--- config.mk ---
export PLATFORM = sky130hd
export DESIGN_NAME = ffra_mem
export DESIGN_NICKNAME = d
export VERILOG_FILES = /design/src/hw/rtl/ffra_pkg.sv /design/src/hw/rtl/ffra_mem.sv
export SDC_FILE = /design/constraint.sdc
export NUM_CORES = 2
export LEC_CHECK = 0
export BUFFER_PORTS_ARGS = -buffer_cell sky130_fd_sc_hd__buf_2
export CAP_MARGIN = 20
export CELL_PAD_IN_SITES_DETAIL_PLACEMENT = 0
export CELL_PAD_IN_SITES_GLOBAL_PLACEMENT = 2
export CORE_ASPECT_RATIO = 1.1
export CORE_MARGIN = 8
export CORE_UTILIZATION = 55
export CTS_CLUSTER_SIZE = 20
export DETAILED_ROUTE_END_ITERATION = 8
export GPL_ROUTABILITY_DRIVEN = 0
export GPL_TIMING_DRIVEN = 0
export HOLD_SLACK_MARGIN = 0.05
export PLACE_DENSITY = 0.94
export REMOVE_ABC_BUFFERS = 1
export SYNTH_ARGS = -nofsm -noshare
export SYNTH_HDL_FRONTEND = slang
export SYNTH_SLANG_ARGS = --single-unit
--- constraint.sdc ---
create_clock -name i_clk -period 12 [get_ports i_clk]
set_clock_uncertainty 0.1 [all_clocks]
set_input_delay 0.6 -clock i_clk [delete_from_list [all_inputs] [get_ports i_clk]]
set_output_delay 0.6 -clock i_clk [all_outputs]
set_load 0.005 [all_outputs]
--- src/hw/rtl/ffra_pkg.sv ---
`timescale 1ns / 1ps
// Shared types and constants of the first-fit range allocator.
// No dependencies; imported by every module of the block.
package ffra_pkg;

    // Default sizing, handed to the top-level parameters
    localparam int MAX_RANGES_DEF = 64;
    localparam int LINE_BYTES_DEF = 64;

    // Region size after reset and the tail absorb limit
    localparam logic [31:0] REGION_RESET = 32'd67108864;
    localparam logic [31:0] TAIL_LIMIT   = 32'(4 << 10);

    // Request function codes
    localparam logic FUNC_ALLOC = 1'b0;
    localparam logic FUNC_FREE  = 1'b1;

    // Result status codes
    localparam logic [1:0] STAT_OK    = 2'd0;
    localparam logic [1:0] STAT_NOFIT = 2'd1;
    localparam logic [1:0] STAT_FULL  = 2'd2;

    // One free range as stored in the range memory
    typedef struct packed {
        logic [31:0] start;
        logic [31:0] length;
    } t_range;

    // One result transaction
    typedef struct packed {
        logic [1:0]  status;
        logic [31:0] block_offset;
        logic [31:0] granted_bytes;
        logic [31:0] payload_bytes;
        logic [6:0]  range_count;
        logic        region_empty;
        logic [31:0] used_bytes;
    } t_result;

endpackage

--- src/hw/rtl/ffra_mem.sv ---
`timescale 1ns / 1ps
// Range table memory: one write port, one read port with registered data.
// Depends on ffra_pkg for the entry type.
module ffra_mem #(
    parameter int DEPTH = ffra_pkg::MAX_RANGES_DEF,
    localparam int AW   = $clog2(DEPTH)
) (
    input  logic            i_clk,
    input  logic            i_wr_en,
    input  logic [AW-1:0]   i_wr_addr,
    input  ffra_pkg::t_range i_wr_data,
    input  logic            i_rd_en,
    input  logic [AW-1:0]   i_rd_addr,
    output ffra_pkg::t_range o_rd_data
);
    import ffra_pkg::*;

    t_range mem [DEPTH];
    t_range r_rd_data;

    // Write port
    always_ff @(posedge i_clk) begin
        if (i_wr_en) begin
            mem[i_wr_addr] <= i_wr_data;
        end
    end

    // Read port, registered read data
    always_ff @(posedge i_clk) begin
        if (i_rd_en) begin
            r_rd_data <= mem[i_rd_addr];
        end
    end

    assign o_rd_data = r_rd_data;

endmodule

==> run summary <==
========================================================================================
Filler Cell Count                                                                  16900
Maximum vdd ir drop                                                             0.127 mV
Result of the run                                                           finished, final reports clean
Predominant post-synthesis flop cell                                        sky130_fd_sc_hd__edfxtp_1
Layout-stage area growth over the synthesis result                                 14.6%
Post-synth EDFFs                                                                    4160
Post-layout worst setup margin                                                   7.78 ns
Clock Latency Late Sink                                                          0.96 ns
Placed Area                                                                  0.167 sq mm
Hold-fix buffer count after cts                                                        0
Family with the most delay on the worst path                                buffers and inverters
Die Outline Area                                                             0.303 sq mm
Post-synthesis async set-or-reset flop share                                          0%
Total clock buffers created by CTS                                                   386
Met2 usage in global routing                                                       46.7%
Critical Path Fanout Max                                                              98
Number of top-level pins                                                             143
Seq. cell area                                                               0.125 sq mm
Critical path's slowest cell                                                sky130_fd_sc_hd__mux4_2
WL final                                                                       429000 um
Crit end category                                                                   flop
Unrepaired setup endpoints after global routing                                       no
Most common cell after layout, fill and taps aside                          sky130_fd_sc_hd__edfxtp_1
Most prevalent standard cell on the critical path                           sky130_fd_sc_hd__buf_16
Critical Setup Path Class                                                   input port to flop
Gate Count Post-Synth                                                               6598
Critical Path Source Type                                                     input port
Effective utilization at floorplan                                                 55.3%
Combined global-route utilization of all metal layers                              27.6%
Number of hold violations in the final report                                          0
Initial antenna violation count                                                       24
Shortest clock period the worst path allows after layout                         4.22 ns
Post-Synthesis Cell Area                                                     0.157 sq mm
Wire length of the first global-routing pass                                   599000 um
Register bit total from synthesis                                                   4160
Relative slew slack                                                                20.9%
Average wire per standard cell                                                   38.7 um
Number of iterations in the first detailed-routing pass                                9
Cell chosen for the clock root                                              sky130_fd_sc_hd__clkbuf_16
Worst setup timing slack at the placement stage                                  6.57 ns
Clock slew seen by the registers of the worst setup and hold paths               0.06 ns
Summed area of non-filler cells in the final layout                          0.180 sq mm
Worst min-delay path class                                                  input port to flop
Count of synthesis-stage warnings from yosys                                           0
Chip Width                                                                        525 um
Seq/Total Area, Yosys                                                              79.6%
Cts repair resizes                                                                     0
Clock Tree Buf Depth                                                                   4
# setup viols final                                                                    0
Core outline area                                                            0.284 sq mm
Detailed router's first-iteration violation count                                  12700
Portion of the clock cycle consumed by the worst path in the final layout          35.2%
Average size of a mapped cell                                                 23.8 sq um
Maximum achievable frequency                                                     237 MHz
Power per cell area                                                          168 mW/mm^2
Fraction of layout cells with a size suffix above 1                                28.8%
Final Slew Violations                                                                  0
Buffers on Ports                                                                     142
Residual overflow from global routing                                                  0
Number of global-route vias before repair                                          81200
Critical path buffer and inverter count                                                5
Maximum single-stage delay on the critical path                                  0.61 ns
Number of nets with antenna violations after routing                                   0
Total number of placement rows                                                       205
Vertical die dimension                                                            576 um
Pin count of the biggest net entering global routing                                 131
HPWL after detailed placement                                                  240000 um
Count of buffers added by post-CTS timing repair for setup                             0
Sink Count                                                                          4160
Total area of multi-input combinational cells                               0.0308 sq mm
Layout net count                                                                    7121
CP Cell Sequence                                                            buf_12 > buf_16 > buf_16 > buf_16 > buf_16 > mux4_2 > mux2i_1 > nand2_1 > a31oi_1 > a211oi_1
Leakage                                                                          55.9 nW
Transition at the pin with the smallest max-transition slack                     1.19 ns
Worst-case register-to-register setup slack                                      9.34 ns
Number of H-tree levels                                                                5
Via-to-Cell Ratio                                                                   7.06
Max cap viols                                                                          0
Count of different cell masters after synthesis                                       32
Data arrival at the endpoint of the critical path                                4.71 ns
Req. time, crit path                                                            12.49 ns
Commonest non-fill, non-tap cells in the layout                             sky130_fd_sc_hd__edfxtp_1, sky130_fd_sc_hd__mux4_2, sky130_fd_sc_hd__clkbuf_16, sky130_fd_sc_hd__buf_12, sky130_fd_sc_hd__a22oi_1
DR vias                                                                            78300
Global-route met1 utilization                                                      33.3%
Layer with the highest usage after global routing                                   met2
Remaining DRCs                                                                         0
Global routing met3 resource utilization                                           6.22%
CTS tree                                                                           built
========================================================================================
-- cell type report --
cell class,count,area share (%)
flip-flops and latches,4160,69.5
multi-input cells,2049,17.1
diodes,13,0.0181
well taps,3726,2.59
clock inverters,248,1.46
inverters,19,0.0397
clock buffers,450,5.62
repair buffers,426,3.70
-- sequential cells by signal, indices dropped and copies added (netlist names) --
name	count
mem	4096
o_rd_data	64
-- per-layer routing --
layer	share of wire, %	wire length (um)
met5	0.025	108
met4	6.5	27900
met3	12	52800
met2	50	213000
met1	32	135000
-- cell usage after synthesis, drive strengths merged (2+ instances only) --
library cell,number,area share [%]
a22o,88,0.49
and2,3,0.012
nor3,2,0.0064
a41oi,26,0.15
nor2,112,0.27
nand2b,11,0.044
nand2,58,0.14
a2bb2oi,19,0.11
nand4,2,0.0080
a211oi,63,0.30
o22ai,83,0.33
inv,19,0.045
mux4,1024,15
a22oi,168,0.80
and3,64,0.26
or2,28,0.11
nor2b,28,0.11
or3,29,0.12
clkbuf,140,0.33
a31oi,18,0.072
mux2i,135,0.86
edfxtp,4160,80
buf,230,0.80
o221ai,38,0.21
nand3b,2,0.0096
nand3,45,0.14
-- kinds of logic (layout without fill, tap and decap cells) --
logic type / Yosys count / in the layout / synth area share [%]
DFF: 4160 / 4160 / 79.6
muxes: 1159 / 1159 / 15.6
AOI/OAI and AO/OA: 504 / 504 / 2.47
buffers and inverters: 389 / 1143 / 1.18
and+or+nand+nor: 386 / 386 / 1.23
other: 0 / 13 / 0
-- power by group --
part	internal [mW]	total [mW]	switching (mW)	leakage, nW
sequential	16.1	16.2	0.0378	37.5
combinational	0.528	1.37	0.845	12.3
clock	7.14	12.6	5.46	6.18
-- worst paths after layout --
path / from / to / cells after the start
setup reg to reg: mem[38][51] / o_rd_data[51] / 4
hold reg to reg: mem[12][61] / o_rd_data[61] / 4
hold / removal: i_rd_en / o_rd_data[39] / 1
setup / recovery: i_rd_addr[0] / o_rd_data[6] / 10
-- metrics by stage --
stage / setup TNS, ns / util, % / instances / total power [mW] / hold WS, ns
after floorplan: 0 / - / 6228 / 17.0 / 0.599
after global routing: 0 / 63.4 / 11100 / 30.7 / 0.143
after global placement: -2245.25 / 56.6 / 10100 / 18.5 / 0.812
after detailed placement: 0 / 58.9 / 10400 / 17.8 / 0.831
final: 0 / 63.4 / 11100 / 30.1 / 0.104
after CTS: 0 / 63.4 / 11100 / 30.2 / 0.101
-- worst reg2reg max path: stages, from the launching register on --
cell and delay [ns]:
sky130_fd_sc_hd__edfxtp_1 0.47, sky130_fd_sc_hd__mux4_2 0.59, sky130_fd_sc_hd__or3_1 0.37, sky130_fd_sc_hd__a41oi_1 0.63
sky130_fd_sc_hd__a211oi_1 0.16
(Power assumes the default switching activity.)
