`src/hw/rtl/ffra_pkg.sv`:
```
`timescale 1ns / 1ps
// Shared types and constants of the first-fit range allocator.
// No dependencies; imported by every module of the block.
package ffra_pkg;

    // Default sizing, handed to the top-level parameters
    localparam int MAX_RANGES_DEF = 64;
    localparam int LINE_BYTES_DEF = 64;

    // Region size after reset and the tail absorb limit
    localparam logic [31:0] REGION_RESET = 32'd67108864;
    localparam logic [31:0] TAIL_LIMIT   = 32'(4 << 10);

    // Request function codes
    localparam logic FUNC_ALLOC = 1'b0;
    localparam logic FUNC_FREE  = 1'b1;

    // Result status codes
    localparam logic [1:0] STAT_OK    = 2'd0;
    localparam logic [1:0] STAT_NOFIT = 2'd1;
    localparam logic [1:0] STAT_FULL  = 2'd2;

    // One free range as stored in the range memory
    typedef struct packed {
        logic [31:0] start;
        logic [31:0] length;
    } t_range;

    // One result transaction
    typedef struct packed {
        logic [1:0]  status;
        logic [31:0] block_offset;
        logic [31:0] granted_bytes;
        logic [31:0] payload_bytes;
        logic [6:0]  range_count;
        logic        region_empty;
        logic [31:0] used_bytes;
    } t_result;

endpackage

```
`src/hw/rtl/ffra_round.sv`:
```
`timescale 1ns / 1ps
// Line-size rounding unit: remainder by LINE_BYTES through a reciprocal multiply,
// three pipeline stages. Depends on ffra_pkg.
module ffra_round #(
    parameter int LINE_BYTES = ffra_pkg::LINE_BYTES_DEF
) (
    input  logic        i_clk,
    input  logic        i_rst_n,
    input  logic        i_start,
    input  logic [31:0] i_value,
    output logic        o_done,
    output logic [31:0] o_aligned,
    output logic        o_ok
);
    import ffra_pkg::*;

    localparam int RW    = $clog2(LINE_BYTES + 1);
    localparam int SHIFT = 32 + $clog2(LINE_BYTES);
    localparam int PW    = SHIFT + 32;
    // ceil(2^SHIFT / LINE_BYTES): 33-bit reciprocal, exact quotient for any 32-bit value
    localparam logic [63:0] RECIP    = ((64'd1 << SHIFT) + 64'(LINE_BYTES) - 64'd1)
                                       / 64'(LINE_BYTES);
    localparam logic [31:0] RECIP_LO = RECIP[31:0];
    localparam logic        RECIP_HI = RECIP[32];
    localparam logic [31:0] LB_32    = 32'(LINE_BYTES);

    logic [2:0]    r_pipe;
    logic          r_done;
    logic [31:0]   r_val;
    logic [63:0]   r_prod;
    logic [31:0]   r_quot;
    logic [RW-1:0] r_rem;

    logic [PW-1:0] s_prod_full;
    logic [31:0]   s_rem_full;
    logic [32:0]   s_pad;
    logic [32:0]   s_sum;

    // Full product: low 32 reciprocal bits plus the top reciprocal bit as a shift
    assign s_prod_full = PW'(r_prod) + (RECIP_HI ? PW'({r_val, 32'd0}) : {PW{1'b0}});
    assign s_rem_full  = r_val - (r_quot * LB_32);

    // Control: stage valid bits and done pulse
    always_ff @(posedge i_clk) begin
        if (!i_rst_n) begin
            r_pipe <= '0;
            r_done <= 1'b0;
        end else begin
            r_pipe <= {r_pipe[1:0], i_start};
            r_done <= r_pipe[2];
        end
    end

    // Datapath: product, quotient, remainder
    always_ff @(posedge i_clk) begin
        if (i_start) begin
            r_val <= i_value;
        end
        if (r_pipe[0]) begin
            r_prod <= 64'(r_val) * 64'(RECIP_LO);
        end
        if (r_pipe[1]) begin
            r_quot <= s_prod_full[PW-1 -: 32];
        end
        if (r_pipe[2]) begin
            r_rem <= s_rem_full[RW-1:0];
        end
    end

    // Round up by the missing part of the last line; carry out means overflow
    assign s_pad     = (r_rem == '0) ? 33'd0 : (33'(LINE_BYTES) - 33'(r_rem));
    assign s_sum     = {1'b0, r_val} + s_pad;
    assign o_aligned = s_sum[31:0];
    assign o_ok      = (r_val != 32'd0) && !s_sum[32];
    assign o_done    = r_done;

endmodule

```
`config.mk`:
```
export PLATFORM = sky130hd
export DESIGN_NAME = ffra_round
export DESIGN_NICKNAME = d
export VERILOG_FILES = /design/src/hw/rtl/ffra_pkg.sv /design/src/hw/rtl/ffra_round.sv
export SDC_FILE = /design/constraint.sdc
export NUM_CORES = 1
export LEC_CHECK = 0
export BUFFER_PORTS_ARGS = -buffer_cell sky130_fd_sc_hd__buf_2
export CELL_PAD_IN_SITES_DETAIL_PLACEMENT = 1
export CELL_PAD_IN_SITES_GLOBAL_PLACEMENT = 2
export CORE_ASPECT_RATIO = 0.7
export CORE_UTILIZATION = 36
export CTS_BUF_LIST = sky130_fd_sc_hd__clkbuf_8
export DETAILED_ROUTE_END_ITERATION = 8
export HOLD_SLACK_MARGIN = 0.02
export PLACE_DENSITY_LB_ADDON = 0.2
export SETUP_SLACK_MARGIN = 0.3
export SLEW_MARGIN = 20
export SYNTH_ARGS = -nofsm -noshare
export SYNTH_HDL_FRONTEND = slang
export SYNTH_SLANG_ARGS = --single-unit
```
`constraint.sdc`:
```
create_clock -name i_clk -period 4.3 [get_ports i_clk]
set_clock_uncertainty 0.15 [all_clocks]
set_input_delay 0.43 -clock i_clk [delete_from_list [all_inputs] [get_ports i_clk]]
set_output_delay 0.43 -clock i_clk [all_outputs]
set_load 0.005 [all_outputs]
```
==> results.tsv, run 1 <==
stage	metric	value	unit
yosys	Post-Synthesis Cells	338	
global_routing	vias in the first global route	3082	
floorplanning	die height	83.2	um
sta	Period minus WS final	3990	ps
detailed_routing	number of remaining DRC errors	0	
clock_network	Post-CTS Hold Fix Bufs	0	
clock_network	Clk pin slew, worst setup/hold paths	90	ps
floorplanning	Die W	118	um
floorplanning	Initial Utilization	0.372	
sta	FMAX	250	MHz
min_path	Hold Crit Class	input port to register	
cells_and_area	Area Overhead vs Synth	33.5	%
global_routing	All-Layer GR Usage	0.210	
yosys	ys flop type	edfxtp_1	
sta	unrepaired setup endpoints after global routing	yes	
yosys	FF+latch count, synth	44	
yosys	area leader, netlist	edfxtp_1	
sta	final hold violation count	0	
setup_path	crit-path cells	nor3_2, nand3_2, o21a_4, buf_12, ha_1, a21o_1, a31oi_1, o221ai_1, a21o_1, a311oi_2, mux2_4, buf_2	
setup_path	Crit Path Max Fanout	7	
setup_path	CP startpoint	r_rem[4]	
yosys	Yosys top cell area share	0.354	
global_routing	antenna violations before repair	0	
power_and_ir_drop	Max VDD drop	0.145	mV
yosys	number of synthesized flops with an enable pin	40	
floorplanning	Die ar.	9820	sq um
sta	setup_tns	0	ps
yosys	top cells by area, synth	edfxtp_1 35%, ha_1 12%, xnor2_1 4.6%	
detailed_routing	Pre-antenna DRT Iters	4	
setup_path	critical path's top delay family	compound AO/OA/AOI/OAI gates	
sta	fin crit share	0.929	
clock_network	CTS tree	done	
yosys	Seq/Total Area, Yosys	0.378	
place	detailed placement HPWL	8060	um
cells_and_area	fill count	1035	
yosys	FFs w/ async S/R, synth	0	
clock_network	H-tree Lvls	2	
setup_path	Worst R2R Start	r_val[6]	
sta	Final setup viols	0	
clock_network	Worst-Skew Late Latency	300	ps
yosys	Distinct cells, synth	61	
floorplanning	CORE AREA	9110	sq um
cells_and_area	share of cells above drive strength 1	0.384	
outcome	status	complete, no violations	
power_and_ir_drop	leakage power	1.84	nW
detailed_routing	vias per cell	5.45	
place	Final Wtd Congestion	0.855	
power_and_ir_drop	Pwr Density	294	nW/um^2
power_and_ir_drop	share of total power in sequential cells	0.396	
cells_and_area	ant diodes	0	
detailed_routing	vias	3058	
global_routing	first-pass GRT wire length	16400	um
detailed_routing	post-DR wirelength/cell	18.6	um
setup_path	CP max stage delay	430	ps
setup_path	Startpoint Class	register	
yosys	synth cell count leaders	40 x edfxtp_1, 33 x ha_1, 28 x nand2_1	
floorplanning	IO Pins	69	
yosys	Syn Nets	407	
min_path	min-delay src	i_value[0]	
cells_and_area	Non-Filler Instances	561	
sta	Slew Viols, Final	0	
yosys	Post-Syn Area per Cell	10.0	sq um
floorplanning	num rows	29	
sta	Worst Tran Pin Value	744	ps
global_routing	largest net degree at the start of global routing	34	
power_and_ir_drop	sw power	0.435	mW
yosys	Cell Area, Synth	3390	sq um
power_and_ir_drop	clock power share	0.238	
setup_path	critical path type	register to primary output	
setup_path	WP data required	3720	ps
detailed_routing	WL final	10400	um
power_and_ir_drop	cell-internal power	0.897	mW
yosys	count leader, synth	edfxtp_1	
clock_network	CTS buffer count	5	
power_and_ir_drop	sw frac	0.327	
power_and_ir_drop	combinational power share	0.366	
flow_run	max-cap check violation count	0	
place	placed cell count	540	
setup_path	CP Data Arrival Time	3410	ps
power_and_ir_drop	Power Total	1.33	mW
setup_path	Crit path top cell by count	a21o_1	
setup_path	Crit. End Element	primary output	
clock_network	clk buf depth	2	
detailed_routing	DRT antenna net count	0	
clock_network	root buffer cell	clkbuf_8	
setup_path	worst path buffer plus inverter count	2	
global_routing	GRT overflow	0	
place	port buffer count	68	
clock_network	CTS Sinks	44	
sta	max_slew headroom	0.504	
detailed_routing	Iteration-0 DRC Markers	150	
cells_and_area	nets	505	
setup_path	Crit-path slowest cell	edfxtp_1	
yosys	Ys Warns	0	
flip-flops by register name, indices dropped and copies added, names as in the netlist:
register / flops
r_pipe: 3
r_val: 32
r_rem: 7
o_done: 1
r_quot: 1
per-stage QoR:
stage               hold WS, ps  worst slack, ps  instance area [sq um]   util
finish                      152              307                   4530  0.497
global route                139              237                   4530  0.497
CTS                         144              302                   4180  0.459
detailed placement          265              348                   3980  0.437
global placement            258              508                   3980  0.437
floorplan                   256              745                   3390      -
final cells by class:
class | count | area, sq um | share of cell area
Inverter | 12 | 45.0 | 0.00995
Sequential cell | 44 | 1280 | 0.283
Timing Repair Buffer | 94 | 583 | 0.129
Tap cell | 124 | 155 | 0.0343
Clock inverter | 3 | 42.5 | 0.00939
Clock buffer | 5 | 68.8 | 0.0152
Multi-Input combinational cell | 279 | 2350 | 0.519
placed cells by master, fill, tap and decap left out, drive strengths merged, types with 7 or more instances in the layout:
master	instances
buf	92
edfxtp	40
ha	33
a21oi	31
nand2	29
nor2	20
xnor2	18
o21ai	16
a21o	15
xor2	14
inv	12
nor4	11
o21a	9
nand3	8
nand4	7
and2	7
clkbuf	7
routing by layer:
metal	global-route usage	wire, um
met3	0.0234	359
met1	0.338	5640
met5	0	0
met2	0.296	4270
met4	0.0350	138
power groups by stage:
stage / Combinational (mW) / Clock, mW / Sequential, mW
floorplan: 0.266 / 0 / 0.521
global placement: 0.420 / 0 / 0.532
detailed placement: 0.428 / 0 / 0.533
CTS: 0.440 / 0.327 / 0.524
global route: 0.535 / 0.340 / 0.530
finish: 0.487 / 0.317 / 0.527
path summary, 6_finish.rpt:
check	end	slack [ps]	cells past startpoint
setup / recovery	o_ok	310	12
hold / removal	r_val[0]	150	1
hold reg to reg	r_pipe[1]	280	1
setup reg to reg	r_rem[6]	3210	1
timing repair:
| item | CTS | global route |
|---|---|---|
| gates resized for setup | 14 | 52 |
| setup buffers | 2 | 9 |
| endpoints found under the setup margin | 13 | 15 |
| pin swaps | 1 | 22 |
| cloned | 0 | 2 |
cells by family after synthesis:
family / share of synthesized area
fa+ha+maj: 0.128
simple gates: 0.153
flops: 0.378
buf+inv: 0.0170
xor+xnor: 0.0827
compound gates: 0.229
mux: 0.0125
No activity file was read; power rests on OpenSTA's default activity.
==> run 2: changes to the inputs <==
--- a/config.mk
+++ b/config.mk
@@ -9,6 +9,7 @@
 export CELL_PAD_IN_SITES_DETAIL_PLACEMENT = 1
 export CELL_PAD_IN_SITES_GLOBAL_PLACEMENT = 2
 export CORE_ASPECT_RATIO = 0.7
+export CORE_MARGIN = 4
 export CORE_UTILIZATION = 36
 export CTS_BUF_LIST = sky130_fd_sc_hd__clkbuf_8
 export DETAILED_ROUTE_END_ITERATION = 8
==> run 2 against run 1 <==
  * Maximum frequency up 2.2%
  * Wire length up 3.4%
  * Die area up 13%
  * Clock power is 5% higher
  * Sequential cell count stayed put
  * Utilization rose by 0.49 points
  * Largest cell class unchanged
  * Non-clock buffer count grew 3
  * Critical endpoint is now o_aligned[31]
  * Register-to-register slack about the same
  * First-iteration DRC count rose by 19%
  * Sequential share of layout area down 0.28 points
==> results.tsv, run 2 (same netlist as run 1, synthesis figures left out) <==
stage	metric	value	unit	change
global_routing	first-pass GRT wire length	16000	um	-2.9%
clock_network	CTS tree	done		
setup_path	Worst R2R Start	r_val[6]		
sta	setup_tns	0	ps	unchanged
setup_path	Crit. End Element	primary output		
cells_and_area	ant diodes	0		unchanged
floorplanning	CORE AREA	9110	sq um	unchanged
sta	unrepaired setup endpoints after global routing	yes		
setup_path	Crit-path slowest cell	edfxtp_1		
place	detailed placement HPWL	8340	um	+3.4%
floorplanning	Initial Utilization	0.372		unchanged
sta	fin crit share	0.908		-0.0201
detailed_routing	Iteration-0 DRC Markers	178		+19%
detailed_routing	Pre-antenna DRT Iters	4		unchanged
global_routing	All-Layer GR Usage	0.186		-0.0237
detailed_routing	vias per cell	5.41		-0.79%
global_routing	vias in the first global route	3096		+0.45%
place	Final Wtd Congestion	0.865		+1.2%
detailed_routing	number of remaining DRC errors	0		unchanged
sta	max_slew headroom	0.505		+0.00101
place	dpl ws	377	ps	+28.8 ps
detailed_routing	WL final	10800	um	+3.4%
place	port buffer count	68		unchanged
setup_path	r2r setup slk	3220	ps	about the same
min_path	Hold Crit Class	input port to register		
sta	Period minus WS final	3910	ps	-86.3 ps
setup_path	CP max stage delay	410	ps	-20 ps
global_routing	antenna violations before repair	0		unchanged
global_routing	largest net degree at the start of global routing	34		unchanged
power_and_ir_drop	Max VDD drop	0.157	mV	+7.7%
sta	Slew Viols, Final	0		unchanged
clock_network	CTS buffer count	5		unchanged
sta	FMAX	256	MHz	+2.2%
floorplanning	Die ar.	11100	sq um	+13%
cells_and_area	Core Util, Final	0.502		+0.00495
outcome	status	complete, no violations		
setup_path	WP data required	3720	ps	about the same
setup_path	CP Data Arrival Time	3330	ps	-80 ps
cells_and_area	most frequent cells in the layout	68 x buf_2, 40 x edfxtp_1, 26 x buf_4		
global_routing	GRT overflow	0		unchanged
setup_path	critical path type	register to primary output		
sta	Worst Tran Pin Value	743	ps	-1.51 ps
floorplanning	die height	89.2	um	+7.2%
detailed_routing	DRT antenna net count	0		unchanged
clock_network	H-tree Lvls	2		unchanged
cells_and_area	nets	508		+0.59%
cells_and_area	Regs by FF count	r_val (32), r_rem (7), r_pipe (3)		
power_and_ir_drop	leakage power	1.84	nW	+0.30%
clock_network	CTS Sinks	44		unchanged
sta	final hold violation count	0		unchanged
floorplanning	num rows	29		unchanged
cells_and_area	Area Overhead vs Synth	34.9	%	
floorplanning	Die W	124	um	+5.1%
power_and_ir_drop	Pwr Density	296	nW/um^2	+0.64%
setup_path	Crit Path Max Fanout	14		+7
cells_and_area	Largest register FFs	32		unchanged
clock_network	Worst-Skew Late Latency	290	ps	about the same
cells_and_area	share of cells above drive strength 1	0.391		+0.00647
sta	final setup margin	394	ps	+86.3 ps
detailed_routing	vias	3050		-0.26%
clock_network	Clk pin slew, worst setup/hold paths	90	ps	about the same
flow_run	max-cap check violation count	0		unchanged
floorplanning	IO Pins	69		unchanged
detailed_routing	post-DR wirelength/cell	19.1	um	+2.8%
sta	Final setup viols	0		unchanged
setup_path	r2r endpoint	r_rem[6]		
setup_path	R2R depth	1		unchanged
setup_path	Startpoint Class	register		
setup_path	CP startpoint	r_rem[4]		
setup_path	crit-path cells	nor3_2, nand3_2, o21a_4, buf_12, ha_2, and3_2, nand2_1, o211ai_1, buf_4, nor4_4, o31ai_1, xor2_1, buf_2		
min_path	min-delay src	i_value[12]		
clock_network	root buffer cell	clkbuf_8		
cells_and_area	commonest non-fill, non-tap cell in the layout	buf_2		
clock_network	clk buf depth	2		unchanged
setup_path	Worst setup endpoint	o_aligned[31]		
cells_and_area	Top reg by flops	r_val		
## run 2: cell types whose count changed in the layout (fill, tap and decap cells not counted), sizes merged
cell,previous run,this run
buf,92,96
clkinvlp,1,0
## run 2: repair_timing
action                                  4_1_cts  5_1_grt
resized for setup                            12       57
hold buffers                                  0        0
pin swaps                                     2       15
endpoints found under the setup margin       13       14
setup buffers                                 4        8
cloned                                        0        2
## run 2: worst min path at each step
stage,endpoint,slack [ps],cells after the start
after floorplan,r_pipe[1],260,1
after global placement,r_pipe[1],260,1
after detailed placement,r_pipe[1],270,1
after CTS,r_val[11],150,1
after global routing,r_val[6],140,1
final,r_val[12],160,1
## run 2: where the power goes
group / internal (mW) / switching (mW) / total, mW / leakage [nW]
Clock: 0.190 / 0.143 / 0.333 / 0.0614
Combinational: 0.231 / 0.260 / 0.492 / 1.36
Sequential: 0.499 / 0.0296 / 0.529 / 0.419
## run 2: cell type report
| class | count | area (sq um) |
|---|---|---|
| Multi-Input combinational cell | 279 | 2380 |
| Timing Repair Buffer | 97 | 592 |
| Fill cell | 1038 | 4530 |
| Clock buffer | 6 | 82.6 |
| Inverter | 12 | 45.0 |
| Sequential cell | 44 | 1280 |
| Tap cell | 124 | 155 |
| Clock inverter | 2 | 38.8 |
## run 2: per-stage QoR
step	std cells	total power, mW	cell area [sq um]	hold slack (ps)
after floorplan	338	0.787	3390	256
after global placement	542	0.958	4000	258
after detailed placement	542	0.966	4000	270
after CTS	554	1.32	4200	148
after global routing	564	1.44	4570	143
final	564	1.35	4570	156
## run 2: metal layers
metal  global-route usage  wire length [um]  vias up
met2                0.262              4530       63
li1                     -                 -     1501
met4               0.0278                36        0
met5                    0                 0        -
met1                0.305              5680     1484
met3               0.0209               508        2
## run 2: critical path, delay by kind of cell (launching register included)
kind,cells,cell delay [ps]
adder cells (fa/ha/maj),1,410
AND/OR/NAND/NOR,5,790
AO/OA/AOI/OAI,3,750
flip-flops,1,410
XOR/XNOR,1,200
buffers and inverters,3,470
==> run 3: changes to the inputs <==
==> constraint.sdc (replaced) <==
create_clock -name i_clk -period 3.82 [get_ports i_clk]
set_clock_uncertainty 0.15 [all_clocks]
set_input_delay 0.382 -clock i_clk [delete_from_list [all_inputs] [get_ports i_clk]]
set_output_delay 0.382 -clock i_clk [all_outputs]
set_load 0.005 [all_outputs]
==> run 3 against run 2 <==
  * The run now ends with setup timing left
  * Critical path type unchanged
  * Setup slack lost 530 ps
  * Sequential share of layout area about the same
  * Largest power group unchanged
  * Count of clock-buffer cells in the layout is 1 lower
  * Cell count increased by 1.6%
==> results.tsv, run 3 (same netlist as run 1, synthesis figures left out) <==
stage	metric	value	unit	change
sta	setup_tns	-713	ps	-713 ps
sta	Worst Tran Pin Value	735	ps	-7.68 ps
outcome	failing checks	setup timing		
global_routing	All-Layer GR Usage	0.194		+0.00819
floorplanning	Initial Utilization	0.372		unchanged
setup_path	worst path buffer plus inverter count	2		-1
sta	fin crit share	1.04		
power_and_ir_drop	Max VDD drop	0.197	mV	+26%
detailed_routing	vias	3109		+1.9%
global_routing	largest net degree at the start of global routing	34		unchanged
cells_and_area	multi-input logic area	2330	sq um	-2.2%
detailed_routing	Iteration-0 DRC Markers	156		-12%
setup_path	Startpoint Class	register		
global_routing	antenna violations before repair	0		unchanged
setup_path	critical path's top delay family	compound AO/OA/AOI/OAI gates		
sta	final hold violation count	0		unchanged
cells_and_area	Largest register FFs	32		unchanged
cells_and_area	Non-Filler Instances	573		+1.6%
floorplanning	Die W	124	um	unchanged
clock_network	root buffer cell	clkbuf_8		
sta	Final setup viols	11		+11
setup_path	crit-path cells	nor3_2, nand3_1, o21a_1, buf_12, ha_2, a21o_1, a211oi_2, a21boi_1, a311oi_2, mux2_4, buf_2		
clock_network	Clk pin slew, worst setup/hold paths	90	ps	about the same
setup_path	Crit-path slowest cell	edfxtp_1		
sta	unrepaired setup endpoints after global routing	yes		
clock_network	clk buf depth	2		unchanged
sta	Slew Viols, Final	0		unchanged
cells_and_area	FF+latch area	1280	sq um	unchanged
clock_network	H-tree Lvls	2		unchanged
cells_and_area	Top reg by flops	r_val		
sta	max_slew headroom	0.510		+0.00512
clock_network	CTS Sinks	44		unchanged
cells_and_area	ant diodes	0		unchanged
sta	Period minus WS final	3960	ps	
setup_path	Worst R2R Start	r_val[6]		
floorplanning	IO Pins	69		unchanged
sta	final setup margin	-135	ps	-529 ps
cells_and_area	commonest non-fill, non-tap cell in the layout	buf_2		
flow_run	max-cap check violation count	0		unchanged
setup_path	CP startpoint	r_rem[3]		
global_routing	first-pass GRT wire length	16500	um	+3.4%
cells_and_area	most frequent cells in the layout	68 x buf_2, 40 x edfxtp_1, 34 x buf_4		
power_and_ir_drop	leakage power	1.87	nW	+1.6%
setup_path	WP data required	3290	ps	-430 ps
power_and_ir_drop	Pwr Density	333	nW/um^2	+13%
cells_and_area	fill count	1037		-0.096%
global_routing	GRT overflow	0		unchanged
clock_network	Worst-Skew Late Latency	290	ps	about the same
clock_network	CTS tree	done		
min_path	min-delay src	i_value[14]		
setup_path	critical path type	register to primary output		
floorplanning	num rows	29		unchanged
place	port buffer count	68		unchanged
floorplanning	die height	89.2	um	unchanged
cells_and_area	nets	517		+1.8%
setup_path	Crit. End Element	primary output		
detailed_routing	DRT antenna net count	0		unchanged
place	placed cell count	548		+1.1%
cells_and_area	share of cells above drive strength 1	0.401		+0.00998
detailed_routing	vias per cell	5.43		+0.33%
detailed_routing	post-DR wirelength/cell	18.8	um	-1.7%
setup_path	CP max stage delay	410	ps	about the same
cells_and_area	Area Overhead vs Synth	35.1	%	
outcome	status	complete, but fails checks		
cells_and_area	Regs by FF count	r_val (32), r_rem (7), r_pipe (3)		
floorplanning	Die ar.	11100	sq um	unchanged
floorplanning	CORE AREA	9110	sq um	unchanged
detailed_routing	WL final	10700	um	-0.10%
clock_network	CTS buffer count	5		unchanged
place	detailed placement HPWL	8400	um	+0.71%
detailed_routing	number of remaining DRC errors	0		unchanged
min_path	Hold Crit Class	input port to register		
place	Final Wtd Congestion	0.923		+6.7%
clock_network	Post-CTS Hold Fix Bufs	0		unchanged
sta	FMAX	253	MHz	
detailed_routing	Pre-antenna DRT Iters	4		unchanged
setup_path	CP Data Arrival Time	3420	ps	+90 ps
setup_path	Crit Path Max Fanout	27		+13
global_routing	vias in the first global route	3173		+2.5%
[run 3: cell types whose count changed in the layout (fill, tap and decap cells not counted), sizes merged]
cell,before,now
buf,96,106
clkbuf,7,5
clkinvlp,0,1
clkinv,1,0
inv,12,13
[run 3: final timing paths]
path / to / slack [ps] / depth (start not counted)
worst min-delay path: r_val[14] / 100 / 1
worst max-delay path: o_ok / -140 / 11
worst max register to register: r_rem[6] / 2680 / 1
worst min register to register: r_pipe[1] / 300 / 1
[run 3: routing by layer]
layer | vias up | routed length [um] | track usage
met5 | - | 0 | 0
met4 | 0 | 53 | 0.0368
met3 | 5 | 574 | 0.0278
met2 | 83 | 4580 | 0.283
met1 | 1503 | 5540 | 0.305
li1 | 1518 | - | -
[run 3: stage by stage]
stage / util / hold slack [ps] / setup WS, ps / total power, mW / area (sq um)
3_5_place_dp: 0.444 / 280 / -28.2 / 1.10 / 4040
5_1_grt: 0.503 / 87.4 / -290 / 1.61 / 4580
6_report: 0.503 / 105 / -135 / 1.53 / 4580
2_1_floorplan: - / 256 / 313 / 0.886 / 3390
4_1_cts: 0.481 / 97.2 / 7.32 / 1.49 / 4380
3_3_place_gp: 0.444 / 260 / 104 / 1.09 / 4040
[run 3: layout make-up]
| type | count | share of cell area |
|---|---|---|
| Tap cell | 124 | 0.0339 |
| Multi-Input combinational cell | 279 | 0.508 |
| Timing Repair Buffer | 106 | 0.144 |
| Inverter | 12 | 0.00983 |
| Clock inverter | 3 | 0.0101 |
| Clock buffer | 5 | 0.0150 |
| Sequential cell | 44 | 0.280 |
[run 3: what timing repair did]
action | 4_1_cts | 5_1_grt
setup endpoints to repair | 23 | 25
resized for setup | 35 | 28
pin swaps | 13 | 16
buffers inserted | 10 | 7
[run 3: where the power goes]
part,internal [mW],leakage (nW),switching [mW],total [mW]
Clock,0.197,0.0548,0.167,0.364
Combinational,0.269,1.40,0.302,0.571
Sequential,0.562,0.419,0.0301,0.592
